--- config.mk ---
export PLATFORM = sky130hd
export DESIGN_NAME = udp_ipv6_checksum_stream
export DESIGN_NICKNAME = d
export VERILOG_FILES = /design/src/sv/udpcs_pkg.sv /design/src/sv/udpcs_in_stage.sv /design/src/sv/udpcs_core.sv /design/src/sv/udpcs_out_stage.sv /design/src/sv/udp_ipv6_checksum_stream.sv
export SDC_FILE = /design/constraint.sdc
export NUM_CORES = 1
export LEC_CHECK = 0
export BUFFER_PORTS_ARGS = -buffer_cell sky130_fd_sc_hd__clkbuf_2
export CORE_UTILIZATION = 64
export CTS_CLUSTER_DIAMETER = 100
export DETAILED_ROUTE_END_ITERATION = 16
export PLACE_DENSITY_LB_ADDON = 0.3
export REMOVE_ABC_BUFFERS = 1
export SETUP_SLACK_MARGIN = 0.3
export SYNTH_ARGS = -nofsm -noshare
export SYNTH_HDL_FRONTEND = slang
export SYNTH_HIERARCHICAL = 1
export SYNTH_SLANG_ARGS = --single-unit
--- constraint.sdc ---
create_clock -name clk_i -period 16.9 [get_ports clk_i]
set_input_delay 0 -clock clk_i [delete_from_list [all_inputs] [get_ports clk_i]]
set_output_delay 0 -clock clk_i [all_outputs]
set_load 0.005 [all_outputs]
--- src/sv/udpcs_pkg.sv ---
// ----------------------------------------------------------------------------
// udpcs_pkg
// Types and constants shared by the UDP-over-IPv6 checksum stream blocks.
// ----------------------------------------------------------------------------
package udpcs_pkg;

  // Kind of input item
  typedef enum logic {
    OP_ADDR = 1'b0,   // one source and one destination address word
    OP_DATA = 1'b1    // one UDP header or payload byte
  } op_e;

  localparam int unsigned WordBits = 16;
  localparam int unsigned ByteBits = 8;

  // Protocol number added to the pseudo-header sum
  localparam logic [WordBits-1:0] UdpProtocol = 16'd17;
  localparam logic [WordBits-1:0] WordMax     = 16'hffff;

  // Input item
  typedef struct packed {
    op_e                 operation;
    logic [WordBits-1:0] src_word;
    logic [WordBits-1:0] dst_word;
    logic [ByteBits-1:0] data_byte;
    logic                last;
  } in_item_t;

  // Result item
  typedef struct packed {
    logic [WordBits-1:0] checksum;
    logic                length_overflow;
  } out_item_t;

  // Registered input item handed to the sum core
  typedef struct packed {
    logic     valid;
    in_item_t item;
  } in_slot_t;

  // Result produced by the sum core for the output register
  typedef struct packed {
    logic      valid;
    out_item_t item;
  } res_slot_t;

  // Fold an 18-bit sum of four words into 16 bits with end-around carry
  function automatic logic [WordBits-1:0] fold18(input logic [WordBits+1:0] s);
    logic [WordBits:0] t;
    logic [WordBits:0] u;
    t = {1'b0, s[WordBits-1:0]} + {{(WordBits-1){1'b0}}, s[WordBits+1:WordBits]};
    u = {1'b0, t[WordBits-1:0]} + {{WordBits{1'b0}}, t[WordBits]};
    return u[WordBits-1:0];
  endfunction

endpackage

--- src/sv/udpcs_in_stage.sv ---
// ----------------------------------------------------------------------------
// udpcs_in_stage
// Input register: holds one accepted item until the sum core consumes it.
// ----------------------------------------------------------------------------
module udpcs_in_stage import udpcs_pkg::*; (
  input  logic     clk_i,
  input  logic     rst_ni,
  input  logic     in_valid_i,
  output logic     in_stall_o,
  input  in_item_t in_data_i,
  input  logic     take_i,     // core consumes the held item this cycle
  output in_slot_t slot_o
);

  logic     valid_q, valid_d;
  in_item_t item_q;
  logic     load;

  // Stall only while a held item cannot move on
  assign in_stall_o = valid_q && !take_i;
  assign load       = in_valid_i && !in_stall_o;

  always_comb begin
    valid_d = valid_q;
    if (load) begin
      valid_d = 1'b1;
    end else if (take_i) begin
      valid_d = 1'b0;
    end
  end

  always_ff @(posedge clk_i or negedge rst_ni) begin
    if (!rst_ni) begin
      valid_q <= 1'b0;
    end else begin
      valid_q <= valid_d;
    end
  end

  // Payload needs no reset
  always_ff @(posedge clk_i) begin
    if (load) begin
      item_q <= in_data_i;
    end
  end

  assign slot_o.valid = valid_q;
  assign slot_o.item  = item_q;

endmodule

--- src/sv/udpcs_core.sv ---
// ----------------------------------------------------------------------------
// udpcs_core
// Running ones-complement sum, byte count and pairing of data bytes.
// ----------------------------------------------------------------------------
module udpcs_core import udpcs_pkg::*; (
  input  logic      clk_i,
  input  logic      rst_ni,
  input  in_slot_t  slot_i,
  input  logic      out_free_i,  // output register can load this cycle
  output logic      take_o,
  output res_slot_t res_o
);

  logic [WordBits-1:0] sum_q, sum_d;
  logic [WordBits-1:0] count_q, count_d;
  logic [ByteBits-1:0] held_q, held_d;
  logic                ovf_q, ovf_d;

  logic                is_data, is_final, odd_pos, ovf_new;
  logic [WordBits-1:0] count_inc;
  logic [WordBits-1:0] op_b, op_c, op_d;
  logic [WordBits+1:0] wide_sum;
  logic [WordBits-1:0] folded;

  assign is_data  = (slot_i.item.operation == OP_DATA);
  assign is_final = is_data && slot_i.item.last;
  assign odd_pos  = count_q[0];

  // A final byte needs room in the output register; others always go
  assign take_o = slot_i.valid && (!is_final || out_free_i);

  assign count_inc = count_q + 16'd1;
  assign ovf_new   = ovf_q || (count_q == WordMax);

  // Operand selection for the single four-input sum
  always_comb begin
    op_b = '0;
    op_c = '0;
    op_d = '0;
    if (!is_data) begin
      op_b = slot_i.item.src_word;
      op_c = slot_i.item.dst_word;
    end else begin
      if (odd_pos) begin
        op_b = {held_q, slot_i.item.data_byte};
      end else if (slot_i.item.last) begin
        // trailing odd byte, zero padded
        op_b = {slot_i.item.data_byte, {ByteBits{1'b0}}};
      end
      if (slot_i.item.last) begin
        op_c = count_inc;
        op_d = UdpProtocol;
      end
    end
  end

  assign wide_sum = {2'b00, sum_q} + {2'b00, op_b} + {2'b00, op_c} + {2'b00, op_d};
  assign folded   = fold18(wide_sum);

  // State update
  always_comb begin
    sum_d   = sum_q;
    count_d = count_q;
    held_d  = held_q;
    ovf_d   = ovf_q;
    if (take_o) begin
      if (is_final) begin
        sum_d   = '0;
        count_d = '0;
        held_d  = '0;
        ovf_d   = 1'b0;
      end else if (is_data) begin
        sum_d   = folded;
        count_d = count_inc;
        ovf_d   = ovf_new;
        if (!odd_pos) begin
          held_d = slot_i.item.data_byte;
        end
      end else begin
        sum_d = folded;
      end
    end
  end

  always_ff @(posedge clk_i or negedge rst_ni) begin
    if (!rst_ni) begin
      sum_q   <= '0;
      count_q <= '0;
      held_q  <= '0;
      ovf_q   <= 1'b0;
    end else begin
      sum_q   <= sum_d;
      count_q <= count_d;
      held_q  <= held_d;
      ovf_q   <= ovf_d;
    end
  end

  assign res_o.valid                = take_o && is_final;
  assign res_o.item.checksum        = ~folded;
  assign res_o.item.length_overflow = ovf_new;

endmodule

--- src/sv/udpcs_out_stage.sv ---
// ----------------------------------------------------------------------------
// udpcs_out_stage
// Output register: holds one finished checksum until it is transferred.
// ----------------------------------------------------------------------------
module udpcs_out_stage import udpcs_pkg::*; (
  input  logic      clk_i,
  input  logic      rst_ni,
  input  res_slot_t res_i,
  output logic      free_o,
  output logic      out_valid_o,
  input  logic      out_stall_i,
  output out_item_t out_data_o
);

  logic      valid_q, valid_d;
  out_item_t item_q;

  // Free when empty or when the held result transfers this cycle
  assign free_o = !valid_q || !out_stall_i;

  always_comb begin
    valid_d = valid_q;
    if (res_i.valid) begin
      valid_d = 1'b1;
    end else if (!out_stall_i) begin
      valid_d = 1'b0;
    end
  end

  always_ff @(posedge clk_i or negedge rst_ni) begin
    if (!rst_ni) begin
      valid_q <= 1'b0;
    end else begin
      valid_q <= valid_d;
    end
  end

  always_ff @(posedge clk_i) begin
    if (res_i.valid) begin
      item_q <= res_i.item;
    end
  end

  assign out_valid_o = valid_q;
  assign out_data_o  = item_q;

endmodule

--- src/sv/udp_ipv6_checksum_stream.sv ---
// ----------------------------------------------------------------------------
// udp_ipv6_checksum_stream
// UDP checksum over an IPv6 pseudo-header, one address pair or byte per item.
// ----------------------------------------------------------------------------
//  Channel   Direction  Handshake               Payload
//  in        input      in_valid_i / in_stall_o  in_item_t  (address pair or byte)
//  out       output     out_valid_o/ out_stall_i out_item_t (checksum, overflow)
//
//  One item per clock is accepted while in_stall_o is low; each item is held in
//  the input register and then summed by one four-input 18-bit add and fold.
//  A final byte's checksum passes the input and output registers to reach out.
//  Reset clears the sum, byte count, held byte and all valid flags.
//  Input stalls only while a final byte waits behind a stalled result.
// ----------------------------------------------------------------------------
module udp_ipv6_checksum_stream import udpcs_pkg::*; (
  input  logic      clk_i,
  input  logic      rst_ni,
  input  logic      in_valid_i,
  output logic      in_stall_o,
  input  in_item_t  in_data_i,
  output logic      out_valid_o,
  input  logic      out_stall_i,
  output out_item_t out_data_o
);

  in_slot_t  slot;
  res_slot_t res;
  logic      take;
  logic      out_free;

  udpcs_in_stage u_in (
    .clk_i      (clk_i),
    .rst_ni     (rst_ni),
    .in_valid_i (in_valid_i),
    .in_stall_o (in_stall_o),
    .in_data_i  (in_data_i),
    .take_i     (take),
    .slot_o     (slot)
  );

  udpcs_core u_core (
    .clk_i      (clk_i),
    .rst_ni     (rst_ni),
    .slot_i     (slot),
    .out_free_i (out_free),
    .take_o     (take),
    .res_o      (res)
  );

  udpcs_out_stage u_out (
    .clk_i       (clk_i),
    .rst_ni      (rst_ni),
    .res_i       (res),
    .free_o      (out_free),
    .out_valid_o (out_valid_o),
    .out_stall_i (out_stall_i),
    .out_data_o  (out_data_o)
  );

  // A result is only produced from a held final data byte
  a_res_from_final: assert property (@(posedge clk_i) disable iff (!rst_ni)
    res.valid |-> (slot.valid && slot.item.operation == OP_DATA && slot.item.last))
    else $error("result without a final data byte");

  // Input backpressure only comes from a blocked output register
  a_stall_cause: assert property (@(posedge clk_i) disable iff (!rst_ni)
    in_stall_o |-> (out_valid_o && out_stall_i))
    else $error("input stalled while output free");

  // A new result shows up only after the core produced one
  a_out_rise: assert property (@(posedge clk_i) disable iff (!rst_ni)
    $rose(out_valid_o) |-> $past(res.valid))
    else $error("output valid without a produced result");

endmodule
After elaboration in Yosys (flattened, before gate mapping)
Index checks and enable logic that the tools add are counted.
W data, S select, Z words.

storage, ports and cells
  flip-flop bits (word level) = 102
  bits of input ports = 46
  output and inout port bits = 19

operators by class
  add/subtract/negate cells = 6
  reductions and logical operators = 17
  equal/unequal tests = 3
  multiplexer cells = 19
  bitwise operators = 1

operator list
  kind                     count
  $mux W16                 8
  $add A18 B16 Y18         2
  $mux W8                  3
  $add A16 B16 Y17         1
  $add A16 B2 Y17          1
  $add A16 B1 Y16          1
  $add A16 B1 Y16 const B  1
  $eq A16 B16 Y1 const B   1
  $not A16 Y16             1
  $mux W5                  2
  $mux W1                  6
  $logic_and A1 B1 Y1      5
  $logic_not A1 Y1         5
  $reduce_bool A2 Y1       2
  $logic_or A1 B1 Y1       3
  $reduce_and A3 Y1        1
  $ne A2 B1 Y1 const B     1
  $ne A2 B2 Y1 const B     1
  $reduce_and A2 Y1        1

Longest topological paths before layout
Gate-level depths: netlist of run 1.

  word-level depth = 9
  gate-level depth with buffers = 34
  depth with buffers taken out = 32

Cells and area by module
The synthesis of run 1 kept the hierarchy.

by module, submodules not included
  module           times used  cells an instance  area an instance (um^2)  sequential area each (um^2)
  udpcs_core       1           517                4,420.5                  1,026.0
  udpcs_in_stage   1           48                 1,326.3                  1,286.2
  udpcs_out_stage  1           20                 546.8                    535.5

Least setup slack after synthesis of run 1
Ideal clock, no wire load.

  kind = reg2reg
  from = reg u_core.count_q[0]
  to = reg u_out.item_q (netlist bit u_out/out_data_o[16]) (data pin)
  required time = 16.642 ns
  path slack = 9.410 ns
  cell stages (with the launch flop) = 35
  buffers on the path = 3
  setup time = 0.258 ns
  arrival time = 7.232 ns
  cells stage by stage = dfrtp_1 -> clkbuf_1 -> and3_1 -> and3_1 -> and3_1 -> and3_1 -> clkbuf_1 -> xnor2_1 -> o22ai_1 -> fa_1 -> ha_1 -> ha_1 -> buf_1 -> a21oi_1 -> o21ai_1 -> a21o_1 -> a21o_1 -> a21o_1 -> a21oi_1 -> xnor2_1 -> ha_1 -> fa_1 -> nor3b_2 -> nand3_2 -> nor3_1 -> nand4_1 -> nor3_1 -> ha_1 -> nand3_1 -> nand2b_1 -> a21oi_2 -> nand2_1 -> or3_1 -> a211o_1 -> xnor2_1

RTL lines
  element                 line                   text
  start, declared         udpcs_core.sv:15       logic [WordBits-1:0] count_q, count_d;
  start signal, assigned  udpcs_core.sv:93       count_q <= count_d;
  end signal, assigned    udpcs_out_stage.sv:40  item_q <= res_i.item;
  end, declared           udpcs_out_stage.sv:16  out_item_t item_q;

==> impl_metrics.csv, run 1 <==
group,metric,value,unit
global_routing,grt_pass1_vias,4887,
clock_tree,cts_tree,"done",
power,total_power,1.50,mW
setup_path,arrival,8.91,ns
routing,via_per_inst,6.09,
setup_path,cp_max_fo,18,
power,p_clk_share,9.7,%
logic_synthesis,synth_top_area_share,28.2,%
clock_tree,cts_root_buffer,"clkbuf_8",
power,p_leak,3.23,nW
setup_path,worst_ep_required_time,17.03,ns
logic_synthesis,synth_cells,585,
sta,finClkSkew,0.0157,ns
global_routing,grt_pass1_wl,25000,um
clock_tree,cts-hold-fix-buffers,45,
clock_tree,cts_buffers,9,
logic_synthesis,synth.area.top_cells,"edfxtp_1, dfrtp_1, ha_1",
routing,vias,4993,
logic_synthesis,ys_warn_count,6,
sta,post-route-period-util,51.9,%
routing,ant_nets,0,
clock_tree,cts_setup_buffers,0,
logic_synthesis,async_reset_ff_share,42.2,%
placement,dp_hpwl,10500,um
setup_path,critical_path.slowest_cell,"dfrtp_1",
clock_tree,htreeDepth,3,
final_layout,nets,787,
clock_tree,clockBufferDepth,2,
logic_synthesis,synth-seq-cells,102,
floorplanning,die_h,101,um
worst_hold_path,hp-class,"in -> async",
logic_synthesis,synth_area_per_cell,10.8,um2
clock_tree,cts.sinks,102,
floorplanning,fp.coreArea,9370,um2
floorplanning,die_area,10200,um2
routing,wl,15700,um
setup_path,path_class,"reg -> reg",
global_routing,grt_max_degree,48,
floorplanning,fp.dieW,101,um
flow_run,maxCapViolCount,0,
setup_path,worst_setup_path_start_kind,"register",
logic_synthesis,synth_top_area_cell,"edfxtp_1",
routing,drc,0,
placement,place_congestion,0.896,
floorplanning,ios,65,
floorplanning,start_util,67.2,%
global_routing,grt_remaining_overflow,0,
logic_synthesis,ys_types,70,
logic_synthesis,ys_seq_area_share,45.2,%
setup_path,cpLargestDelayFamily,"simple AND/OR/NAND/NOR gates",
clock_tree,clk_pin_slew,0.10,ns
setup_path,crit_top_cell,"ha_1",
sta,finalHoldViolations,0,
power,peakVddDrop,132,uV
sta,slew_viol_final,0,
setup_path,cp_num_cells,32,
floorplanning,num_rows,35,
final_layout,area_growth,16.6,%
setup_path,crit_path_end_kind,"register",
sta,relSlewSlack,29.2,%
power,sequentialPowerShare,24.9,%
sta,period_needed,8.78,ns
routing,drt_first_pass_iters,6,
power,power.density,205,nW/um2
global_routing,track_usage,33.3,%
setup_path,crit_path_max_incr_delay,0.73,ns
logic_synthesis,ys_dominant_reg_cell,"edfxtp_1",
sta,setup_tns,0,ns
outcome,outcome,"finished clean",
routing,drt-initial-drc-count,355,
final_layout,drive_gt1_share,15.5,%
setup_path,critPathBufInv,0,
sta,fmax,0.114,GHz
power,p_sw,0.712,mW
sta,rsz0062_at_grt,"no",
logic_synthesis,synth_area,6290,um2
setup_path,reg2reg_depth,32,
power,swShare,47.4,%
final_layout,insertedDiodeCount,0,
placement,numPortBuffers,64,
power,internal_power,0.792,mW
logic_synthesis,synth_edf_count,59,
global_routing,antenna_found_initial,0,
sta,worst_pin_slew,1.05,ns
power,p_comb_share,65.4,%
routing,avgRoutedWirePerCell,19.1,um
clock_tree,clkLatencyLatePin,0.39,ns
clock_tree,post_cts_resized,0,
sta,setup_viol,0,
per-layer routing:
| layer | global-route usage [%] | wire length (um) | vias up |
|---|---|---|---|
| met5 | 0 | 0 | - |
| met4 | 11.4 | 488 | 0 |
| met3 | 6.28 | 1170 | 51 |
| met2 | 56.7 | 7810 | 261 |
| met1 | 42.9 | 6210 | 2393 |
| li1 | - | - | 2288 |
tightest hold or removal path, cell delays in order:
cell and delay [ns]:
dlygate4sd3_1 0.53, clkbuf_2 0.10, buf_4 0.46
cells in the final DEF (no fill, tap or decap), drive strengths merged, types with 3 or more instances in the layout:
master and n:
nor3 8, a31oi 3, nand2 51, a22oi 7, o31ai 3, ha 36, a211oi 4, a21o 8
o22ai 17, nand3 16, nand4 5, inv 48, xor2 18, and2b 3, dlygate4sd3 45, o21ai 54
nand2b 7, o21a 3, buf 3, or3 4, and2 3, and3 16, o211ai 4, a21boi 5
dfrtp 43, nor4b 3, fa 19, a21oi 20, edfxtp 59, clkbuf 74, nor2b 8, a22o 8
nor2 31, xnor2 33
sequential cells by signal, indices dropped and copies added, names as in the netlist:
signal	flops
u_out/out_valid_o	1
u_core/sum_q	16
u_core/held_q	8
u_core/ovf_q	1
u_in/valid_q	1
u_in/slot_o	42
u_out/out_data_o	17
u_core/count_q	16
final timing paths:
check                             startpoint                    to  slack (ns)
max                        u_core/count_q[0]  u_out/out_data_o[16]        8.12
min                                   rst_ni       u_core/sum_q[3]        0.23
max reg2reg                u_core/count_q[0]  u_out/out_data_o[16]        8.12
min reg2reg                u_out/out_valid_o     u_out/out_valid_o        0.52
max in group asynchronous             rst_ni      u_core/sum_q[10]       16.26
min in group clk_i             in_data_i[29]       u_in/slot_o[29]        0.32
stage by stage:
| step | setup slack (ns) | cells | instance area [um2] | utilization (%) | hold slack, ns |
|---|---|---|---|---|---|
| finish | 8.12 | 820 | 7340 | 78.3 | 0.230 |
| global route | 7.53 | 820 | 7340 | 78.3 | 0.322 |
| CTS | 8.34 | 820 | 7340 | 78.3 | 0.252 |
| detailed placement | 8.41 | 759 | 6710 | 71.6 | 0.119 |
| global placement | 8.56 | 759 | 6710 | 71.6 | 0.126 |
| floorplan | 9.10 | 563 | 6200 | - | -0.296 |
synthesized netlist by cell type, drive strengths merged (16+ instances only):
cell type and number:
and3 16, o22ai 17, edfxtp 59, inv 44
ha 36, o21ai 54, nand3 16, a21oi 20
clkbuf 17, fa 19, nor2 31, xnor2 33
nand2 51, dfrtp 43, xor2 18
final cells by class:
class                           count  area, um2
Multi-Input combinational cell    417       3190
Sequential cell                   102       2850
Fill cell                         621       2040
Timing Repair Buffer              112        793
Inverter                           44        165
Tap cell                          129        161
Clock buffer                       10        128
Clock inverter                      6       51.3
cells by family (layout without fill, tap and decap cells):
kind of cell | after synthesis | in the layout | share of synthesized area, %
compound gates | 148 | 148 | 16.0
fa+ha+maj | 55 | 55 | 13.2
buf+inv | 66 | 172 | 4.08
xor+xnor | 51 | 51 | 7.63
simple gates | 162 | 162 | 13.7
flops | 102 | 102 | 45.2
mux | 1 | 1 | 0.159
power groups by stage:
| stage | combinational [mW] | clock (mW) | sequential (mW) |
|---|---|---|---|
| 2_1_floorplan | 0.735 | 0 | 0.373 |
| 3_3_place_gp | 0.936 | 0 | 0.378 |
| 3_5_place_dp | 0.952 | 0 | 0.379 |
| 4_1_cts | 0.968 | 0.147 | 0.374 |
| 5_1_grt | 1.07 | 0.156 | 0.380 |
| 6_report | 0.984 | 0.146 | 0.375 |
Note: power is estimated with default switching activity, not from simulation.
==> run 2: changes to the inputs <==
- CORE_UTILIZATION: 64 -> 54
- clock period: 16.9 -> 7.52 ns (I/O delays scaled with it)
==> run 2 against run 1 <==
Effect of this change: routed wire length increased by 7.8%; non-clock buffer count is 52 higher; combinational power rose to 2.7 times the previous value; worst setup slack worse by 7.6 ns; cell count grew 8.0%; die area is 18% higher; flip-flop and latch count is the same; core utilization fell by 5.3 points.
==> impl_metrics.csv, run 2 (synthesis gave the netlist of run 1 again) <==
group,metric,value,unit
outcome,outcome,"finished clean",
setup_path,crit_path_end_kind,"register",
final_layout,n_fill_cell,760,
clock_tree,htreeDepth,3,
floorplanning,fp.dieW,110,um
final_layout,final_common_cell,"clkbuf_2",
setup_path,critical_path.slowest_cell,"fa_1",
final_layout,largest_register_ffs,42,
setup_path,reg2reg_depth,32,
floorplanning,start_util,55.4,%
sta,post-route-period-util,93.2,%
sta,setup_tns,0,ns
routing,avgRoutedWirePerCell,19.1,um
setup_path,arrival,7.10,ns
power,peakVddDrop,292,uV
routing,vias,5248,
placement,numPortBuffers,64,
global_routing,grt_max_degree,44,
sta,slew_viol_final,0,
sta,worst_pin_slew,0.958,ns
setup_path,reg2reg_slack,0.51,ns
sta,finalHoldViolations,0,
setup_path,worst_setup_path_start_kind,"register",
routing,via_per_inst,5.92,
placement,placed_cells,799,
final_layout,final_cell_mix,"clkbuf_2, edfxtp_1, buf_4",
final_layout,drive_gt1_share,30.1,%
sta,finClkSkew,0.00887,ns
routing,wl,16900,um
setup_path,path_class,"reg -> reg",
flow_run,maxCapViolCount,0,
placement,place_congestion,0.922,
final_layout,insertedDiodeCount,0,
clock_tree,cts_tree,"done",
global_routing,grt_pass1_vias,4832,
setup_path,cp_max_fo,4,
clock_tree,clkLatencyLatePin,0.35,ns
sta,relSlewSlack,35.7,%
floorplanning,die_area,12100,um2
sta,setup_viol,0,
clock_tree,cts.sinks,102,
power,p_leak,3.56,nW
global_routing,antenna_found_initial,0,
final_layout,final_cells,886,
placement,dp_hpwl,11000,um
clock_tree,clk_pin_slew,0.07,ns
floorplanning,fp.coreArea,11400,um2
setup_path,timing.rr.start,"u_core/count_q[4]",
routing,ant_nets,0,
power,power.density,469,nW/um2
final_layout,nets,839,
final_layout,regArea,2850,um2
global_routing,track_usage,27.1,%
clock_tree,cts_root_buffer,"clkbuf_16",
setup_path,rr_endpoint,"u_out/out_data_o[16]",
floorplanning,num_rows,39,
routing,drc,0,
sta,fmax,0.143,GHz
sta,rsz0062_at_grt,"no",
final_layout,multi_input_area,3610,um2
setup_path,worst_ep_required_time,7.61,ns
routing,drt-initial-drc-count,616,
floorplanning,die_h,110,um
routing,drt_first_pass_iters,6,
global_routing,grt_pass1_wl,23900,um
floorplanning,ios,65,
global_routing,grt_remaining_overflow,0,
final_layout,area_growth,31.9,%
clock_tree,clockBufferDepth,2,
setup_path,crit_path_max_incr_delay,0.57,ns
worst_hold_path,hp-class,"in -> async",
clock_tree,cts_buffers,9,
sta,period_needed,7.01,ns
setup_path,critPathLaunch,"u_core/count_q[4]",
run 2: cell count changes in the layout (fill, tap and decap cells not counted), moves of 8 or more:
cell,previous run,this run
ha_1,36,22
ha_4,0,11
and3_1,16,8
clkbuf_16,0,10
and3_4,0,8
o22ai_1,15,5
clkbuf_8,9,1
buf_4,3,50
o22ai_2,1,11
run 2: worst max-delay path by stage:
stage / slack, ns / cells after the start / to
floorplan: -0.28 / 29 / u_out/out_data_o[16]
global placement: 0.22 / 32 / u_out/out_data_o[16]
detailed placement: -0.02 / 32 / u_out/out_data_o[16]
CTS: 0.31 / 32 / u_out/out_data_o[16]
global route: 0.19 / 32 / u_out/out_data_o[16]
finish: 0.51 / 32 / u_out/out_data_o[16]
run 2: what timing repair did:
item                       in CTS  in global routing
hold endpoints to repair       87                  0
hold buffers                   45                  0
pin swaps                       9                 44
gates cloned                    0                  1
setup endpoints to repair       6                 17
gates resized for setup        20                 59
setup buffers                   2                 23
run 2: metrics by stage:
stage / cell area, um2 / utilization [%] / power [mW] / worst slack, ns / hold WS (ns)
final: 8300 / 73.0 / 3.89 / 0.515 / 0.262
after floorplan: 6200 / - / 2.49 / -0.278 / -0.296
after global routing: 8300 / 73.0 / 4.15 / 0.187 / 0.361
after detailed placement: 6930 / 61.0 / 3.07 / -0.0181 / 0.130
after CTS: 7800 / 68.6 / 3.61 / 0.306 / 0.294
after global placement: 6930 / 61.0 / 3.01 / 0.224 / 0.120
run 2: power by group:
group / leakage, nW / total, mW / internal [mW] / switching [mW]
clock: 0.137 / 0.425 / 0.233 / 0.192
sequential: 1.12 / 0.843 / 0.772 / 0.0710
combinational: 2.31 / 2.63 / 1.12 / 1.50
run 2: area by class of cell:
| class | instances | area share (%) |
|---|---|---|
| timing repair buffer | 164 | 14.8 |
| clock inverter | 4 | 0.286 |
| sequential | 102 | 34.3 |
| multi-input combinational | 417 | 43.5 |
| inverter | 44 | 1.99 |
| tap | 143 | 2.16 |
| clock buffer | 12 | 2.97 |
run 2: critical path: cells and delay by family, from the launching register on:
kind | cells | cell delay, ns
compound gates | 11 | 1.91
xor+xnor | 3 | 0.50
fa+ha+maj | 6 | 1.72
flops | 1 | 0.42
simple gates | 12 | 2.18
run 2: per-layer routing:
layer,track usage [%],vias up,share of wire (%)
met5,0,-,0
met4,12.8,0,4.7
met3,5.16,59,8.2
met2,45.2,299,48
met1,34.1,2501,39
li1,-,2389,-
==> run 3: changes to the inputs <==
- ABC_AREA: not set -> 1
- SYNTH_HIERARCHICAL: 1 -> not set
==> run 3 against run 2 <==
Effect of this change: register-to-register slack gained 0.04 ns; non-clock buffer count shrank 16; clock skew grew 0.0012 ns; routed wire length grew 13%; via count grew 19%; core utilization shrank 0.71 points; worst setup slack gained 0.042 ns; die area grew 5.9%; critical path depth grew 19; flip-flop and latch count is the same; largest cell class unchanged.
==> impl_metrics.csv, run 3 <==
group,metric,value,unit
placement,place_congestion,0.976,
clock_tree,clkLatencyLatePin,0.35,ns
sta,relSlewSlack,23.6,%
sta,worst_pin_slew,1.14,ns
final_layout,largest_register_ffs,42,
routing,drt_first_pass_iters,5,
clock_tree,cts.sinks,102,
final_layout,finish.instance_area,8680,um2
flow_run,maxCapViolCount,0,
outcome,outcome,"finished clean",
logic_synthesis,synth_top_area_share,26.6,%
final_layout,drive_gt1_share,24.8,%
setup_path,timing.rr.start,"u_in.slot_o[41]",
clock_tree,clockBufferDepth,2,
placement,dp_hpwl,12200,um
placement,numPortBuffers,64,
global_routing,track_usage,28.0,%
floorplanning,num_rows,40,
sta,setup_tns,0,ns
global_routing,antenna_found_initial,0,
logic_synthesis,async_reset_ff_share,42.2,%
floorplanning,die_h,113,um
logic_synthesis,synth-seq-cells,102,
global_routing,grt_remaining_overflow,0,
floorplanning,fp.coreArea,12000,um2
sta,finalHoldViolations,0,
sta,slew_viol_final,0,
logic_synthesis,ys_top_cells_by_count,"nand2_1, inv_1, edfxtp_1",
logic_synthesis,ys_seq_area_share,42.7,%
global_routing,grt_pass1_wl,27100,um
setup_path,cp_max_fo,4,
routing,drc,0,
final_layout,n_fill_cell,836,
logic_synthesis,synth_cells,810,
logic_synthesis,synth_edf_count,59,
final_layout,final_common_cell,"nand2_1",
placement,placed_cell_area,7200,um2
final_layout,final_cell_mix,"nand2_1, inv_1, clkbuf_2",
floorplanning,ios,65,
routing,vias,6270,
routing,via_per_inst,5.63,
floorplanning,die_area,12800,um2
setup_path,worst_ep_required_time,7.63,ns
global_routing,grt_pass1_vias,5507,
logic_synthesis,ys_types,37,
clock_tree,cts_root_buffer,"clkbuf_16",
clock_tree,clk_pin_slew,0.07,ns
floorplanning,start_util,55.6,%
routing,ant_nets,0,
logic_synthesis,ys_dominant_reg_cell,"edfxtp_1",
setup_path,reg2reg_depth,51,
sta,rsz0062_at_grt,"yes",
setup_path,crit_path_end_kind,"register",
setup_path,critical_path.slowest_cell,"edfxtp_1",
floorplanning,fp.dieW,113,um
worst_hold_path,hp-class,"in -> async",
setup_path,worst_setup_path_start_kind,"register",
final_layout,insertedDiodeCount,0,
routing,drt-initial-drc-count,563,
clock_tree,cts_buffers,9,
sta,finClkSkew,0.0101,ns
setup_path,path_class,"reg -> reg",
sta,setup_viol,0,
setup_path,reg2reg_slack,0.56,ns
logic_synthesis,ys_warn_count,0,
routing,wl,19000,um
logic_synthesis,synth_area,6670,um2
sta,post-route-period-util,92.6,%
setup_path,arrival,7.08,ns
setup_path,crit_top_cell,"nand2_1",
setup_path,rr_endpoint,"u_out.out_data_o[15]",
global_routing,grt_max_degree,44,
logic_synthesis,yosysMostFrequentCell,"nand2_1",
logic_synthesis,synth_area_per_cell,8.24,um2
setup_path,crit_path_max_incr_delay,0.44,ns
clock_tree,cts_tree,"done",
routing,avgRoutedWirePerCell,17.1,um
sta,fmax,0.144,GHz
final_layout,nets,1063,
final_layout,area_growth,30.1,%
sta,period_needed,6.96,ns
logic_synthesis,synth.area.top_cells,"edfxtp_1, dfrtp_1, nand2_1",
logic_synthesis,synth_top_area_cell,"edfxtp_1",
clock_tree,htreeDepth,3,
-- run 3: changes by cell type after synthesis, moves of 15 or more --
cell | before | now
inv_1 | 44 | 115
ha_1 | 36 | 51
nand2_1 | 51 | 228
and3_1 | 16 | 0
xnor2_1 | 31 | 8
nand2_2 | 0 | 16
nand3_1 | 14 | 53
-- run 3: worst max path at each step --
stage / to / from / slack (ns) / cells past startpoint
after floorplan: u_out.out_data_o[16] / u_in.slot_o[41] / 0.61 / 46
after global placement: u_out.out_data_o[16] / u_in.slot_o[41] / 0.38 / 45
after detailed placement: u_out.out_data_o[15] / u_in.slot_o[41] / 0.10 / 46
after CTS: u_out.out_data_o[15] / u_in.slot_o[41] / 0.31 / 46
after global routing: u_core.sum_q[15] / u_in.slot_o[41] / 0.05 / 49
final: u_out.out_data_o[15] / u_in.slot_o[41] / 0.56 / 51
-- run 3: timing repair --
action,CTS,global route
setup endpoints to repair,15,25
hold buffers,45,0
gates cloned,1,1
hold endpoints to repair,87,0
pin swaps,1,52
buffers inserted,6,26
gates resized for setup,11,96
-- run 3: area by class of cell --
cell class                      count  area, um2  area share (%)
Clock buffer                       11        253            2.91
Clock inverter                      5       72.6           0.836
Inverter                          118        447            5.14
Multi-Input combinational cell    581       3790            43.7
Sequential cell                   102       2850            32.8
Tap cell                          147        184            2.12
Timing Repair Buffer              148       1080            12.4
Timing Repair inverter              1       7.51          0.0865
-- run 3: kinds of logic after synthesis --
logic type / synth area share [%]
and+or+nand+nor: 25.3
DFF: 42.7
adders and majority gates: 11.1
xor gates and xnor gates: 3.81
buffers and inverters: 7.20
AOI/OAI and AO/OA: 9.98
-- run 3: through the flow --
step	util (%)	instances	setup WS [ns]	hold WS, ns
finish	72.3	1113	0.557	0.273
global route	72.3	1113	0.0528	0.329
CTS	67.1	1086	0.313	0.273
detailed placement	59.9	1018	0.101	0.114
global placement	59.9	1018	0.380	0.116
floorplan	-	800	0.610	-0.296
-- run 3: critical path: cells and delay by family, from the launching register on --
family,cells,cell delay (ns)
compound gates,6,0.84
xor+xnor,2,0.35
fa+ha+maj,6,1.54
buf+inv,3,0.41
flops,1,0.44
simple gates,34,3.12
-- run 3: metal layers --
layer,part of all wire (%),vias up,track usage [%]
met2,48,284,45.6
met3,6.1,64,4.39
met1,40,2926,36.2
met5,0,-,0
met4,5.3,0,14.6
li1,-,2996,-
Power of run 3 is not shown: default switching activity piles up to over one toggle a cycle in this logic, so the estimate is an artifact.
